$ cat config.mk
export PLATFORM = sky130hd
export DESIGN_NAME = yuv420sp_frame_decimator_unit_flat
export DESIGN_NICKNAME = d
export VERILOG_FILES = /design/src/yfd_pkg.sv /design/src/yfd_if.sv /design/src/yfd_div.sv /design/src/yfd_scan.sv /design/src/yfd_out.sv /design/src/yuv420sp_frame_decimator_unit.sv /design/src/flat_wrapper.sv
export SDC_FILE = /design/constraint.sdc
export NUM_CORES = 1
export LEC_CHECK = 0
export ABC_AREA = 1
export BUFFER_PORTS_ARGS = -buffer_cell sky130_fd_sc_hd__buf_4
export CELL_PAD_IN_SITES_DETAIL_PLACEMENT = 1
export CELL_PAD_IN_SITES_GLOBAL_PLACEMENT = 2
export CORE_ASPECT_RATIO = 0.9
export CORE_UTILIZATION = 39
export CTS_CLUSTER_SIZE = 28
export DETAILED_ROUTE_END_ITERATION = 12
export PLACE_DENSITY = 0.89
export RECOVER_POWER = 50
export SETUP_SLACK_MARGIN = 0.3
export SYNTH_ARGS = -nofsm -noshare
export SYNTH_HDL_FRONTEND = slang
export SYNTH_SLANG_ARGS = --single-unit
$ cat constraint.sdc
create_clock -name clk -period 13.3 [get_ports clk]
set_clock_uncertainty 0.15 [all_clocks]
set_input_delay 0.665 -clock clk [delete_from_list [all_inputs] [get_ports clk]]
set_output_delay 0.665 -clock clk [all_outputs]
set_load 0.01 [all_outputs]
$ cat src/yfd_pkg.sv
package yfd_pkg;

  localparam int REG_W      = 13;
  localparam int CFG_DATA_W = 32;
  localparam int CFG_ADDR_W = 4;
  localparam int BYTE_W     = 8;

  typedef enum logic [1:0] {
    REG_SRC_W = 2'd0,
    REG_SRC_H = 2'd1,
    REG_TGT_W = 2'd2,
    REG_TGT_H = 2'd3
  } yfd_reg_t;

  typedef struct packed {
    logic [BYTE_W-1:0] kept_byte;
    logic              frame_last;
    logic              size_error;
  } yfd_result_t;

  typedef struct packed {
    logic        hit;
    yfd_result_t res;
  } yfd_hit_t;

endpackage

$ cat src/yfd_if.sv
interface yfd_in_if import yfd_pkg::*; ();
  logic              valid;
  logic              ready;
  logic [BYTE_W-1:0] source_byte;

  modport source (output valid, output source_byte, input ready);
  modport sink (input valid, input source_byte, output ready);
endinterface

interface yfd_out_if import yfd_pkg::*; ();
  logic              valid;
  logic              ready;
  logic [BYTE_W-1:0] kept_byte;
  logic              frame_last;
  logic              size_error;

  modport source (output valid, output kept_byte, output frame_last, output size_error,
                  input ready);
  modport sink (input valid, input kept_byte, input frame_last, input size_error,
                output ready);
endinterface

$ cat src/yfd_div.sv
module yfd_div #(
  parameter int W = 14
) (
  input  logic         clk,
  input  logic         rst_n,
  input  logic         start,
  input  logic [W-1:0] dividend,
  input  logic [W-1:0] divisor,
  output logic         done,
  output logic [W-1:0] quotient
);

  localparam int CNT_W = $clog2(W + 1);

  logic [W:0]       rem_r, rem_nxt;
  logic [W-1:0]     quo_r, quo_nxt;
  logic [CNT_W-1:0] cnt_r, cnt_nxt;
  logic             busy_r, busy_nxt;
  logic             done_r, done_nxt;
  logic [W:0]       shifted;
  logic [W:0]       diff;

  // One quotient bit per cycle, restoring.
  always_comb begin
    shifted  = {rem_r[W-1:0], quo_r[W-1]};
    diff     = shifted - {1'b0, divisor};
    rem_nxt  = rem_r;
    quo_nxt  = quo_r;
    cnt_nxt  = cnt_r;
    busy_nxt = busy_r;
    done_nxt = 1'b0;
    if (start) begin
      rem_nxt  = '0;
      quo_nxt  = dividend;
      cnt_nxt  = CNT_W'(W);
      busy_nxt = 1'b1;
    end else if (busy_r) begin
      rem_nxt = diff[W] ? shifted : diff;
      quo_nxt = {quo_r[W-2:0], ~diff[W]};
      cnt_nxt = cnt_r - CNT_W'(1);
      if (cnt_r == CNT_W'(1)) begin
        busy_nxt = 1'b0;
        done_nxt = 1'b1;
      end
    end
  end

  always_ff @(posedge clk) begin
    if (!rst_n) begin
      busy_r <= 1'b0;
      done_r <= 1'b0;
      cnt_r  <= '0;
    end else begin
      busy_r <= busy_nxt;
      done_r <= done_nxt;
      cnt_r  <= cnt_nxt;
    end
  end

  always_ff @(posedge clk) begin
    rem_r <= rem_nxt;
    quo_r <= quo_nxt;
  end

  assign done     = done_r;
  assign quotient = quo_r;

endmodule

$ cat src/yfd_scan.sv
module yfd_scan import yfd_pkg::*; #(
  parameter int MAX_WIDTH  = 4096,
  parameter int MAX_HEIGHT = 4096
) (
  input  logic                                  clk,
  input  logic                                  rst_n,
  input  logic                                  take,
  input  logic [BYTE_W-1:0]                     source_byte,
  input  logic [$clog2(MAX_WIDTH+1)-1:0]        cur_sw,
  input  logic [$clog2(MAX_HEIGHT+1)-1:0]       cur_sh,
  input  logic [$clog2(MAX_WIDTH+1)-1:0]        cur_tw,
  input  logic [$clog2(MAX_HEIGHT+1)-1:0]       cur_th,
  input  logic [((($clog2(MAX_WIDTH+1)) > ($clog2(MAX_HEIGHT+1))) ?
                 $clog2(MAX_WIDTH+1) : $clog2(MAX_HEIGHT+1))-1:0] cur_s,
  input  logic                                  cur_err,
  output yfd_hit_t                              hit
);

  localparam int SWW = $clog2(MAX_WIDTH + 1);
  localparam int SHW = $clog2(MAX_HEIGHT + 1);
  localparam int DW  = (SWW > SHW) ? SWW : SHW;
  localparam int CW  = $clog2(MAX_WIDTH);
  localparam int RW  = $clog2(MAX_HEIGHT);
  localparam int PW  = CW + 1;

  // position state
  logic [CW-1:0]  col_r, col_nxt;
  logic [RW-1:0]  row_r, row_nxt;
  logic           chroma_r, chroma_nxt;
  logic [DW-1:0]  cph_r, cph_nxt;
  logic [CW-1:0]  cquot_r, cquot_nxt;
  logic [DW-1:0]  pph_r, pph_nxt;
  logic [CW-1:0]  pquot_r, pquot_nxt;
  logic [DW-1:0]  rph_r, rph_nxt;
  logic [RW-1:0]  rquot_r, rquot_nxt;

  // frame sizes held for the running frame
  logic [SWW-1:0] lat_sw_r, lat_tw_r;
  logic [SHW-1:0] lat_sh_r, lat_th_r;
  logic [DW-1:0]  lat_s_r;
  logic           lat_err_r;

  logic           fstart;
  logic [SWW-1:0] e_sw, e_tw;
  logic [SHW-1:0] e_sh, e_th;
  logic [DW-1:0]  e_s;
  logic           e_err;
  logic [SWW-1:0] col_inc;
  logic [SHW-1:0] row_inc, row_lim;
  logic           col_wrap, row_wrap;
  logic [PW-1:0]  dcol;
  logic           luma_keep, chroma_keep, chroma_last, err_hit;

  always_comb begin
    fstart  = (col_r == '0) && (row_r == '0) && !chroma_r;
    e_sw    = fstart ? cur_sw  : lat_sw_r;
    e_sh    = fstart ? cur_sh  : lat_sh_r;
    e_tw    = fstart ? cur_tw  : lat_tw_r;
    e_th    = fstart ? cur_th  : lat_th_r;
    e_s     = fstart ? cur_s   : lat_s_r;
    e_err   = fstart ? cur_err : lat_err_r;

    col_inc  = SWW'(col_r) + SWW'(1);
    col_wrap = (col_inc >= e_sw);
    row_inc  = SHW'(row_r) + SHW'(1);
    row_lim  = chroma_r ? (e_sh >> 1) : e_sh;
    row_wrap = (row_inc >= row_lim);

    dcol = {pquot_r, col_r[0]};

    luma_keep   = (rph_r == '0) && (cph_r == '0) &&
                  (SHW'(rquot_r) < e_th) && (SWW'(cquot_r) < e_tw);
    chroma_keep = (rph_r == '0) && (pph_r == '0) &&
                  (SHW'(rquot_r) < (e_th >> 1)) && (dcol < PW'(e_tw));
    chroma_last = (SHW'(rquot_r) + SHW'(1) == (e_th >> 1)) &&
                  (dcol + PW'(1) == PW'(e_tw));
    err_hit     = chroma_r && (row_inc == (e_sh >> 1)) && (col_inc == e_sw);

    hit.hit              = e_err ? err_hit : (chroma_r ? chroma_keep : luma_keep);
    hit.res.kept_byte    = e_err ? '0 : source_byte;
    hit.res.frame_last   = e_err ? 1'b1 : (chroma_r && chroma_last);
    hit.res.size_error   = e_err;
  end

  // Advance the raster position and the phase/quotient counters that stand in
  // for the divisions by scale.
  always_comb begin
    col_nxt    = col_r;
    row_nxt    = row_r;
    chroma_nxt = chroma_r;
    cph_nxt    = cph_r;
    cquot_nxt  = cquot_r;
    pph_nxt    = pph_r;
    pquot_nxt  = pquot_r;
    rph_nxt    = rph_r;
    rquot_nxt  = rquot_r;
    if (take) begin
      if (col_wrap) begin
        col_nxt   = '0;
        cph_nxt   = '0;
        cquot_nxt = '0;
        pph_nxt   = '0;
        pquot_nxt = '0;
        if (row_wrap) begin
          row_nxt    = '0;
          rph_nxt    = '0;
          rquot_nxt  = '0;
          chroma_nxt = !chroma_r;
        end else begin
          row_nxt = RW'(row_inc);
          if (rph_r + DW'(1) == e_s) begin
            rph_nxt   = '0;
            rquot_nxt = rquot_r + RW'(1);
          end else begin
            rph_nxt = rph_r + DW'(1);
          end
        end
      end else begin
        col_nxt = CW'(col_inc);
        if (cph_r + DW'(1) == e_s) begin
          cph_nxt   = '0;
          cquot_nxt = cquot_r + CW'(1);
        end else begin
          cph_nxt = cph_r + DW'(1);
        end
        // the pair index moves after the second byte of each pair
        if (col_r[0]) begin
          if (pph_r + DW'(1) == e_s) begin
            pph_nxt   = '0;
            pquot_nxt = pquot_r + CW'(1);
          end else begin
            pph_nxt = pph_r + DW'(1);
          end
        end
      end
    end
  end

  always_ff @(posedge clk) begin
    if (!rst_n) begin
      col_r    <= '0;
      row_r    <= '0;
      chroma_r <= 1'b0;
      cph_r    <= '0;
      cquot_r  <= '0;
      pph_r    <= '0;
      pquot_r  <= '0;
      rph_r    <= '0;
      rquot_r  <= '0;
    end else begin
      col_r    <= col_nxt;
      row_r    <= row_nxt;
      chroma_r <= chroma_nxt;
      cph_r    <= cph_nxt;
      cquot_r  <= cquot_nxt;
      pph_r    <= pph_nxt;
      pquot_r  <= pquot_nxt;
      rph_r    <= rph_nxt;
      rquot_r  <= rquot_nxt;
    end
  end

  always_ff @(posedge clk) begin
    if (take && fstart) begin
      lat_sw_r  <= cur_sw;
      lat_sh_r  <= cur_sh;
      lat_tw_r  <= cur_tw;
      lat_th_r  <= cur_th;
      lat_s_r   <= cur_s;
      lat_err_r <= cur_err;
    end
  end

endmodule

$ cat src/yfd_out.sv
module yfd_out import yfd_pkg::*; (
  input  logic             clk,
  input  logic             rst_n,
  input  logic             take,
  input  yfd_hit_t         hit,
  output logic             free,
  yfd_out_if.source        out_chan
);

  logic        valid_r, valid_nxt;
  yfd_result_t data_r, data_nxt;

  assign free = !valid_r || out_chan.ready;

  always_comb begin
    valid_nxt = valid_r;
    data_nxt  = data_r;
    if (take && hit.hit) begin
      valid_nxt = 1'b1;
      data_nxt  = hit.res;
    end else if (out_chan.ready) begin
      valid_nxt = 1'b0;
    end
  end

  always_ff @(posedge clk) begin
    if (!rst_n) begin
      valid_r <= 1'b0;
    end else begin
      valid_r <= valid_nxt;
    end
  end

  always_ff @(posedge clk) begin
    data_r <= data_nxt;
  end

  assign out_chan.valid      = valid_r;
  assign out_chan.kept_byte  = data_r.kept_byte;
  assign out_chan.frame_last = data_r.frame_last;
  assign out_chan.size_error = data_r.size_error;

endmodule

$ cat src/yuv420sp_frame_decimator_unit.sv
// channel   | dir | handshake            | payload
// in_chan   | in  | valid/ready          | source_byte[7:0]
// out_chan  | out | valid/ready          | kept_byte[7:0], frame_last, size_error
// cfg (APB) | in  | psel/penable, pready | paddr[3:0], pwdata[31:0], prdata[31:0]
//
// One source byte per clock while in_chan.ready is high; a kept byte shows on out_chan in the cycle after it is taken.
// Each register write (and reset) reruns the scale divide, during which
//   in_chan.ready stays low.
// Reset (rst_n, synchronous) returns to row 0, column 0 of the luma plane.
// A stalled out_chan holds its item; in_chan keeps flowing while the output
//   register is empty or being drained in the same cycle.
module yuv420sp_frame_decimator_unit import yfd_pkg::*; #(
  parameter int MAX_WIDTH  = 4096,
  parameter int MAX_HEIGHT = 4096
) (
  input  logic                  clk,
  input  logic                  rst_n,
  yfd_in_if.sink                in_chan,
  yfd_out_if.source             out_chan,
  input  logic                  psel,
  input  logic                  penable,
  input  logic                  pwrite,
  input  logic [CFG_ADDR_W-1:0] paddr,
  input  logic [CFG_DATA_W-1:0] pwdata,
  output logic [CFG_DATA_W-1:0] prdata,
  output logic                  pready
);

  localparam int SWW = $clog2(MAX_WIDTH + 1);
  localparam int SHW = $clog2(MAX_HEIGHT + 1);
  localparam int DW  = (SWW > SHW) ? SWW : SHW;
  localparam int CLW = REG_W + 2;
  localparam logic [CLW-1:0] MAXW_C = CLW'(MAX_WIDTH);
  localparam logic [CLW-1:0] MAXH_C = CLW'(MAX_HEIGHT);

  logic [REG_W-1:0] src_w_r, src_h_r, tgt_w_r, tgt_h_r;
  logic             cfg_wr;
  logic             start_r;
  logic             scale_ok_r, scale_ok_nxt;
  logic [DW-1:0]    scale_r;
  logic [SWW-1:0]   cur_sw, cur_tw;
  logic [SHW-1:0]   cur_sh, cur_th;
  logic             cur_err;
  logic             dx_done, dy_done;
  logic [DW-1:0]    qx, qy;
  logic             take, out_free;
  yfd_hit_t         hit;

  // Sizes below 2 act as 2, above the limit act as the limit.
  function automatic logic [CLW-1:0] clamp_dim(input logic [REG_W-1:0] v,
                                               input logic [CLW-1:0]   maxv);
    logic [CLW-1:0] ext;
    ext = CLW'(v);
    if (ext < CLW'(2)) begin
      return CLW'(2);
    end else if (ext > maxv) begin
      return maxv;
    end
    return ext;
  endfunction

  always_comb begin
    cur_sw  = SWW'(clamp_dim(src_w_r, MAXW_C));
    cur_sh  = SHW'(clamp_dim(src_h_r, MAXH_C));
    cur_tw  = SWW'(clamp_dim(tgt_w_r, MAXW_C));
    cur_th  = SHW'(clamp_dim(tgt_h_r, MAXH_C));
    cur_err = (cur_tw > cur_sw) || (cur_th > cur_sh);
  end

  // Configuration registers: write on the APB access phase.
  assign pready = 1'b1;
  assign cfg_wr = psel && penable && pwrite && pready;

  always_ff @(posedge clk) begin
    if (!rst_n) begin
      src_w_r <= REG_W'(640);
      src_h_r <= REG_W'(480);
      tgt_w_r <= REG_W'(160);
      tgt_h_r <= REG_W'(120);
    end else if (cfg_wr) begin
      case (yfd_reg_t'(paddr[3:2]))
        REG_SRC_W: src_w_r <= pwdata[REG_W-1:0];
        REG_SRC_H: src_h_r <= pwdata[REG_W-1:0];
        REG_TGT_W: tgt_w_r <= pwdata[REG_W-1:0];
        REG_TGT_H: tgt_h_r <= pwdata[REG_W-1:0];
        default:   src_w_r <= src_w_r;
      endcase
    end
  end

  always_comb begin
    case (yfd_reg_t'(paddr[3:2]))
      REG_SRC_W: prdata = CFG_DATA_W'(src_w_r);
      REG_SRC_H: prdata = CFG_DATA_W'(src_h_r);
      REG_TGT_W: prdata = CFG_DATA_W'(tgt_w_r);
      REG_TGT_H: prdata = CFG_DATA_W'(tgt_h_r);
      default:   prdata = '0;
    endcase
  end

  // Scale = sw/tw when it matches sh/th and is nonzero, else 1. Both quotients run in
  // lockstep; a new write restarts them and drops the ready scale.
  yfd_div #(.W(DW)) u_div_x (
    .clk      (clk),
    .rst_n    (rst_n),
    .start    (start_r),
    .dividend (DW'(cur_sw)),
    .divisor  (DW'(cur_tw)),
    .done     (dx_done),
    .quotient (qx)
  );

  yfd_div #(.W(DW)) u_div_y (
    .clk      (clk),
    .rst_n    (rst_n),
    .start    (start_r),
    .dividend (DW'(cur_sh)),
    .divisor  (DW'(cur_th)),
    .done     (dy_done),
    .quotient (qy)
  );

  always_comb begin
    scale_ok_nxt = scale_ok_r;
    if (cfg_wr) begin
      scale_ok_nxt = 1'b0;
    end else if (dx_done && dy_done && !start_r) begin
      // ignore a finish that a newer write has already overtaken
      scale_ok_nxt = 1'b1;
    end
  end

  always_ff @(posedge clk) begin
    if (!rst_n) begin
      start_r    <= 1'b1;
      scale_ok_r <= 1'b0;
    end else begin
      start_r    <= cfg_wr;
      scale_ok_r <= scale_ok_nxt;
    end
  end

  always_ff @(posedge clk) begin
    if (dx_done) begin
      scale_r <= ((qx == qy) && (qx != '0)) ? qx : DW'(1);
    end
  end

  // Accept a byte whenever the scale is settled and the output slot frees up.
  assign in_chan.ready = scale_ok_r && out_free;
  assign take          = in_chan.valid && in_chan.ready;

  yfd_scan #(.MAX_WIDTH(MAX_WIDTH), .MAX_HEIGHT(MAX_HEIGHT)) u_scan (
    .clk         (clk),
    .rst_n       (rst_n),
    .take        (take),
    .source_byte (in_chan.source_byte),
    .cur_sw      (cur_sw),
    .cur_sh      (cur_sh),
    .cur_tw      (cur_tw),
    .cur_th      (cur_th),
    .cur_s       (scale_r),
    .cur_err     (cur_err),
    .hit         (hit)
  );

  yfd_out u_out (
    .clk      (clk),
    .rst_n    (rst_n),
    .take     (take),
    .hit      (hit),
    .free     (out_free),
    .out_chan (out_chan)
  );

  a_no_take_unsettled: assert property (@(posedge clk) disable iff (!rst_n)
    take |-> scale_ok_r)
    else $error("byte taken while scale not settled");

  a_write_blocks_input: assert property (@(posedge clk) disable iff (!rst_n)
    cfg_wr |=> !in_chan.ready)
    else $error("input ready right after a register write");

  a_error_item_shape: assert property (@(posedge clk) disable iff (!rst_n)
    out_chan.valid && out_chan.size_error |->
      out_chan.frame_last && (out_chan.kept_byte == '0))
    else $error("malformed size error item");

  a_done_lockstep: assert property (@(posedge clk) disable iff (!rst_n)
    dx_done == dy_done)
    else $error("scale dividers out of step");

endmodule

$ cat src/flat_wrapper.sv
// flat-port wrapper written by rule: the top's interface ports become plain ports
module yuv420sp_frame_decimator_unit_flat import yfd_pkg::*;
#(
  parameter int MAX_WIDTH  = 4096,
  parameter int MAX_HEIGHT = 4096
)
  (clk, rst_n, psel, penable, pwrite, paddr, pwdata, prdata, pready, in_chan_valid, in_chan_source_byte, in_chan_ready, out_chan_valid, out_chan_kept_byte, out_chan_frame_last, out_chan_size_error, out_chan_ready);
  yfd_in_if in_chan_i ();
  yfd_out_if out_chan_i ();
  input  logic clk;
  input  logic rst_n;
  input  logic psel;
  input  logic penable;
  input  logic pwrite;
  input  logic [CFG_ADDR_W-1:0] paddr;
  input  logic [CFG_DATA_W-1:0] pwdata;
  output logic [CFG_DATA_W-1:0] prdata;
  output logic pready;
  input wire logic [$bits(in_chan_i.valid)-1:0] in_chan_valid;
  input wire logic [$bits(in_chan_i.source_byte)-1:0] in_chan_source_byte;
  output wire logic [$bits(in_chan_i.ready)-1:0] in_chan_ready;
  output wire logic [$bits(out_chan_i.valid)-1:0] out_chan_valid;
  output wire logic [$bits(out_chan_i.kept_byte)-1:0] out_chan_kept_byte;
  output wire logic [$bits(out_chan_i.frame_last)-1:0] out_chan_frame_last;
  output wire logic [$bits(out_chan_i.size_error)-1:0] out_chan_size_error;
  input wire logic [$bits(out_chan_i.ready)-1:0] out_chan_ready;
  assign in_chan_i.valid = in_chan_valid;
  assign in_chan_i.source_byte = in_chan_source_byte;
  assign in_chan_ready = in_chan_i.ready;
  assign out_chan_valid = out_chan_i.valid;
  assign out_chan_kept_byte = out_chan_i.kept_byte;
  assign out_chan_frame_last = out_chan_i.frame_last;
  assign out_chan_size_error = out_chan_i.size_error;
  assign out_chan_i.ready = out_chan_ready;
  yuv420sp_frame_decimator_unit #(.MAX_WIDTH(MAX_WIDTH), .MAX_HEIGHT(MAX_HEIGHT)) u_core (.clk(clk), .rst_n(rst_n), .in_chan(in_chan_i), .out_chan(out_chan_i), .psel(psel), .penable(penable), .pwrite(pwrite), .paddr(paddr), .pwdata(pwdata), .prdata(prdata), .pready(pready));
endmodule
==> impl_metrics.py, run 1 <==
metrics = {
    "cts": {
        "cts_buffers": 38,
        "cts_sinks": 308,
        "cts.repair.resized": 0,
        "cts_tree": "yes",
        "cts_root_buf": "clkbuf_16",
        "post-cts-setup-buffer-count": 0,
        "clock_latency_ns": 0.57,
        "clock_path_buffers": 3,
        "cts.clk_slew.worst_paths_ns": 0.06,
        "postCtsHoldBufs": 0,
        "htreeDepth": 2,
    },
    "floorplanning": {
        "fp.dieW_um": 242,
        "core_um2": 50800,
        "start_util_pct": 39.9,
        "rows": 78,
        "die_area_um2": 52900,
        "fp.dieH_um": 218,
        "io-pin-count": 96,
    },
    "power": {
        "cellPowerDensity_nw_per_um2": 115,
        "power_leakage_nw": 9.82,
        "ir_worst_vdd_mv": 0.0883,
    },
    "route": {
        "num_vias": 19200,
        "post_drt_via_cell_ratio": 5.39,
        "dr.first_iter.drc_count": 1320,
        "wire_per_inst_um": 19.6,
        "ant_nets": 0,
        "drcViolationCount": 0,
        "first_pass_iters": 5,
        "routed_wl_um": 69900,
    },
    "synth": {
        "synthTopCellsByArea": "dfxtp_1 19%, edfxtp_1 17%, nand2_1 12%",
        "syn_area_per_cell_um2": 7.17,
        "synth_edf_count": 115,
        "ys_warn_count": 0,
        "ys_ff_latch": 308,
        "syn_inst": 2829,
        "synth_top_flop_cell": "dfxtp_1",
        "synth_top_area_share_pct": 19.1,
        "yosys.cell_count.top_type": "nand2_1",
        "syn_area_um2": 20300,
        "async_reset_ff_share_pct": 0,
        "seq_area_frac_synth_pct": 36.1,
        "synth_top_area_cell": "dfxtp_1",
        "synth_cell_types": 60,
        "synth_commonest_cells": "671 x nand2_1, 367 x inv_1, 274 x nor2_1, 193 x dfxtp_1, 188 x o21ai_0",
    },
    "global_routing": {
        "grt_start_max_net_pins": 67,
        "grt_pass1_vias": 19400,
        "grt_pass1_wl_um": 110000,
        "overflow": 0,
        "track_usage_pct": 26.4,
        "antenna_found_initial": 0,
    },
    "setup_path": {
        "cp-start-kind": "flop",
        "critPathMaxFanout": 31,
        "end_kind": "flop",
        "cp.required_ns": 13.62,
        "critPathMaxStageDelay_ns": 0.91,
        "cp_common_cell": "nand3_1",
        "critPathKind": "flop to flop",
        "cp_cell_sequence": "inv_1 > ha_1 > nand3_1 > nor2_1 > nand3_4 > inv_2 > o21ai_0 > ha_1 > nand2_1 > nor4_1 > o21ai_0 > nand3_1 > buf_4 > nand2_1 > nor2_1 > inv_1 > nor2_2 > nand3_1 > a21oi_1",
        "timing.critical_path.from": "u_core.u_scan.col_r[0]",
        "crit_slowest_cell": "nor2_1",
        "r2r-start": "u_core.u_scan.col_r[0]",
        "critPathArrivalTime_ns": 7.53,
    },
    "placed_design": {
        "io_buffers": 54,
        "placed_area_um2": 21200,
        "dpl.cell_count": 3488,
        "place.gp.congestion": 0.898,
        "hpwl_um": 53200,
    },
    "sta": {
        "min_period_ns": 7.20,
        "report.final.setup_viol": 0,
        "relSlewSlack_pct": 1.75,
        "worst_pin_slew_ns": 1.47,
        "max_freq_mhz": 139,
        "tns_ns": 0,
        "final_hold_viol_count": 0,
        "maxSlewViolCount": 0,
        "rsz0062_at_grt": "no",
        "finalCritPeriodShare_pct": 54.2,
    },
    "final_layout": {
        "final_nets": 3029,
        "fillers": 6470,
        "final_cell_area_um2": 22200,
        "area_growth_pct": 9.67,
        "fin_cells": 3559,
        "final_layout_size_suffix_gt1_share_pct": 5.11,
    },
    "hold_path": {
        "min_from": "pwdata[5]",
        "min_path_type": "primary input to flop",
    },
    "run": {
        "maxCapViolations": 0,
    },
    "outcome": {
        "status": "finished, final reports clean",
    },
}
==> where the power goes <==
| part | internal [mW] | leakage, nW | total (mW) | switching, mW |
|---|---|---|---|---|
| Clock | 0.550 | 0.550 | 0.983 | 0.433 |
| Sequential | 1.02 | 2.65 | 1.05 | 0.0348 |
| Combinational | 0.165 | 6.62 | 0.524 | 0.359 |
| Total | 1.74 | 9.82 | 2.56 | 0.827 |
==> worst max-delay path: cells and delay by family (launching register included) <==
family          cells  cell delay (ns)
fa+ha+maj           2             0.75
simple gates       10             3.21
flops               1             0.46
buf+inv             4             1.75
compound gates      3             0.76
==> through the flow <==
stage / hold slack [ns] / setup WS [ns] / utilization [%] / total power [mW]
after floorplan: 0.268 / 8.26 / - / 1.45
after global placement: 0.290 / 6.51 / 41.7 / 1.57
after detailed placement: 0.293 / 6.29 / 41.7 / 1.60
after CTS: 0.181 / 6.23 / 43.9 / 2.58
after global routing: 0.218 / 5.75 / 43.7 / 2.69
final: 0.203 / 6.10 / 43.7 / 2.56
==> cell type report <==
type	count	area, um^2	area share [%]
Clock inverter	19	135	0.608
Timing Repair Buffer	69	439	1.97
Tap cell	680	851	3.83
Clock buffer	51	1000	4.49
Antenna cell	1	2.50	0.0113
Sequential cell	308	7320	32.9
Multi-Input combinational cell	2057	11100	49.9
Inverter	374	1400	6.31
==> layout by cell type, fill, tap and decap left out, types with 10 or more instances in the layout <==
cell type  instances
a21oi_1          186
buf_4             47
clkbuf_1          34
clkbuf_16         38
conb_1            20
dfxtp_1          193
edfxtp_1         115
ha_1             129
inv_1            367
nand2_1          672
nand3_1          172
nand3b_1          17
nand4_1           58
nor2_1           272
nor3_1            35
nor4_1            23
o211ai_1          19
o21ai_0          188
o21ai_2           10
o22ai_1           14
or2_2             19
xnor2_1           36
xor2_1           102
==> per-layer routing <==
layer	vias up	track usage, %	part of all wire, %
met5	-	0	0
met2	454	42.8	45
met1	9318	35.9	47
met3	115	3.55	4.9
li1	9305	-	-
met4	0	9.03	3.1
==> final timing paths <==
kind	end	slack [ns]	cells after the start
worst max register to register	u_core.u_scan.rquot_r[4]	6.10	19
worst max-delay path	u_core.u_scan.rquot_r[4]	6.10	19
worst min register to register	u_core.u_scan.lat_s_r[12]	0.31	0
worst min-delay path	u_core.tgt_h_r[5]	0.20	3
==> cells by family (layout without fill, tap and decap cells) <==
family / count (synthesis) / after routing / synth area share, %
simple gates: 1295 / 1295 / 27.3
compound gates: 474 / 474 / 13.0
other cells: 2 / 21 / 0.0370
flops: 308 / 308 / 36.1
xor+xnor: 138 / 138 / 5.96
fa+ha+maj: 130 / 130 / 8.06
buf+inv: 482 / 513 / 9.54
(Power assumes the default switching activity.)
==> run 2, diff against run 1 <==
Settings changed: CORE_UTILIZATION 39 to 36, PLACE_DENSITY 0.89 to 0.83.
Clock period 13.3 ns to 6.9 ns, I/O delays scaled along.
==> run 2 against run 1 <==
  * The flow now finishes with violations (max-capacitance violations, max-slew violations)
  * Largest power group is now clock
  * Sequential share of layout area fell by 0.72 points
  * Power rose by 100%
  * Clock power rose by 110%
  * Critical path type unchanged
  * Routed wire length fell by 0.42%
  * Count of clock-buffer cells in the layout fell by 6
  * Die area rose by 8.3%
  * Critical endpoint is now u_core.u_scan.pph_r[7]
  * Hold slack improved by 0.017 ns
  * Global-route usage fell by 2.1 points
  * Sequential cell count did not move
==> impl_metrics.py, run 2 (same netlist as run 1, synthesis figures left out) <==
metrics = {
    "outcome": {
        "violations": "max-capacitance violations, max-slew violations",
        "status": "finished, violations left",
    },
    "placed_design": {
        "dpl.cell_count": 3571,
        "placed_area_um2": 21300,
        "hpwl_um": 53600,
        "pre_cts_ws_ns": 1.40,
        "place.gp.congestion": 0.868,
        "io_buffers": 54,
    },
    "route": {
        "drcViolationCount": 0,
        "ant_nets": 0,
        "routed_wl_um": 69600,
        "dr.first_iter.drc_count": 1065,
        "post_drt_via_cell_ratio": 5.21,
        "wire_per_inst_um": 19.0,
        "num_vias": 19100,
        "first_pass_iters": 5,
    },
    "global_routing": {
        "grtUsageMet1_pct": 33.6,
        "grt_start_max_net_pins": 61,
        "grt_pass1_vias": 19400,
        "antenna_found_initial": 0,
        "overflow": 0,
        "met2_usage_pct": 39.8,
        "met3_usage_pct": 2.69,
        "grt_busiest_layer": "met2",
        "grt_pass1_wl_um": 109000,
        "track_usage_pct": 24.3,
    },
    "floorplanning": {
        "io-pin-count": 96,
        "rows": 82,
        "core_um2": 55700,
        "start_util_pct": 36.4,
        "fp.dieW_um": 252,
        "fp.dieH_um": 227,
        "die_area_um2": 57300,
    },
    "hold_path": {
        "min_from": "in_chan_valid",
        "whs_path_depth": 5,
        "min_path_type": "primary input to flop",
        "min_to": "u_core.u_scan.cph_r[5]",
    },
    "setup_path": {
        "ff2ff_setup_slack_ns": 1.34,
        "r2r-start": "u_core.u_scan.row_r[0]",
        "cp_common_cell": "nor2_1",
        "cp_cell_sequence": "inv_1 > ha_1 > nand3_1 > nor2_1 > nand3_4 > inv_2 > nand2_1 > nor2_1 > a21oi_1 > ha_1 > nand2_1 > nor4_1 > o21ai_0 > nand3_1 > buf_4 > nand2_1 > buf_4 > inv_1 > nor2_1 > buf_4 > nor2_1 > nand3_1 > a21oi_1",
        "r2r_end": "u_core.u_scan.pph_r[7]",
        "crit_slowest_cell": "nor2_1",
        "critPathKind": "flop to flop",
        "rr_worst_depth": 23,
        "cp.required_ns": 7.21,
        "critPathArrivalTime_ns": 5.86,
        "critPathMaxStageDelay_ns": 0.71,
        "critPathMaxFanout": 33,
        "end_kind": "flop",
        "cp-start-kind": "flop",
    },
    "cts": {
        "htreeDepth": 2,
        "cts_sinks": 308,
        "postCtsHoldBufs": 23,
        "post-cts-setup-buffer-count": 0,
        "cts.clk_slew.worst_paths_ns": 0.06,
        "clock_latency_ns": 0.56,
        "cts_root_buf": "clkbuf_16",
        "clock_path_buffers": 3,
        "cts_tree": "yes",
        "cts.repair.resized": 0,
        "cts_buffers": 39,
    },
    "power": {
        "power_leakage_nw": 9.98,
        "cellPowerDensity_nw_per_um2": 226,
        "power_mw": 5.14,
        "ir_worst_vdd_mv": 0.177,
    },
    "sta": {
        "min_period_ns": 5.56,
        "worst_pin_slew_ns": 2.53,
        "rsz0062_at_grt": "no",
        "timing.hold.ws_ns": 0.219,
        "relSlewSlack_pct": -68.4,
        "finalCritPeriodShare_pct": 80.5,
        "max_freq_mhz": 180,
        "tns_ns": 0,
        "maxSlewViolCount": 188,
        "report.final.setup_viol": 0,
        "final_hold_viol_count": 0,
        "setup_slack_ns": 1.34,
    },
    "run": {
        "maxCapViolations": 4,
    },
    "final_layout": {
        "final_nets": 3060,
        "antenna_cells": 0,
        "fillers": 7021,
        "layout_common_cells": "672 x nand2_1, 368 x inv_1, 272 x nor2_1",
        "area_growth_pct": 12.1,
        "final_cell_area_um2": 22700,
        "final_common_cell": "nand2_1",
        "fin_cells": 3665,
        "fin_util_pct": 40.8,
        "final_layout_size_suffix_gt1_share_pct": 5.40,
    },
}
run 2: cell types whose count changed in the layout (fill, tap and decap cells not counted), sizes merged:
cell / before / now
buf: 47 / 45
bufinv: 1 / 4
clkbuf: 73 / 76
clkinv: 15 / 17
clkinvlp: 1 / 5
diode: 1 / 0
dlygate4sd3: 0 / 23
inv: 376 / 374
run 2: layout make-up:
cell class                 instances  area (um^2)  share of cell area, %
multi-input combinational       2057        11100                   48.8
sequential                       308         7320                   32.2
timing repair buffer              99          684                   3.01
clock buffer                      45         1050                   4.62
tap                              756          946                   4.16
inverter                         374         1400                   6.17
clock inverter                    26          235                   1.03
run 2: critical path: cells and delay by family (launching register included):
family	cells	cell delay [ns]
AOI/OAI and AO/OA	3	0.39
adders and majority gates	2	0.60
buffers and inverters	6	1.44
DFF	1	0.40
and+or+nand+nor	12	2.45
run 2: worst max path at each step:
stage	cells after the start	from	slack (ns)	to
floorplan	9	u_core.u_scan.col_r[0]	1.86	u_core.u_scan.lat_err_r
global placement	23	u_core.u_scan.row_r[0]	1.54	u_core.u_scan.pph_r[7]
detailed placement	23	u_core.u_scan.row_r[0]	1.40	u_core.u_scan.pph_r[7]
CTS	21	u_core.tgt_w_r[2]	1.39	u_core.u_div_x.rem_r[2]
global route	23	u_core.u_scan.row_r[0]	0.90	u_core.u_scan.pph_r[7]
finish	23	u_core.u_scan.row_r[0]	1.34	u_core.u_scan.pph_r[7]
run 2: power breakdown:
group	switching (mW)	leakage (nW)	internal, mW
Combinational	0.683	6.71	0.325
Sequential	0.0711	2.65	1.97
Clock	0.857	0.626	1.24
Total	1.61	9.98	3.53
run 2: routing by layer:
| layer | vias to the layer above | wire length (um) |
|---|---|---|
| li1 | 9383 | - |
| met1 | 9257 | 33500 |
| met2 | 342 | 31600 |
| met3 | 101 | 2570 |
| met4 | 0 | 1890 |
| met5 | - | 0 |
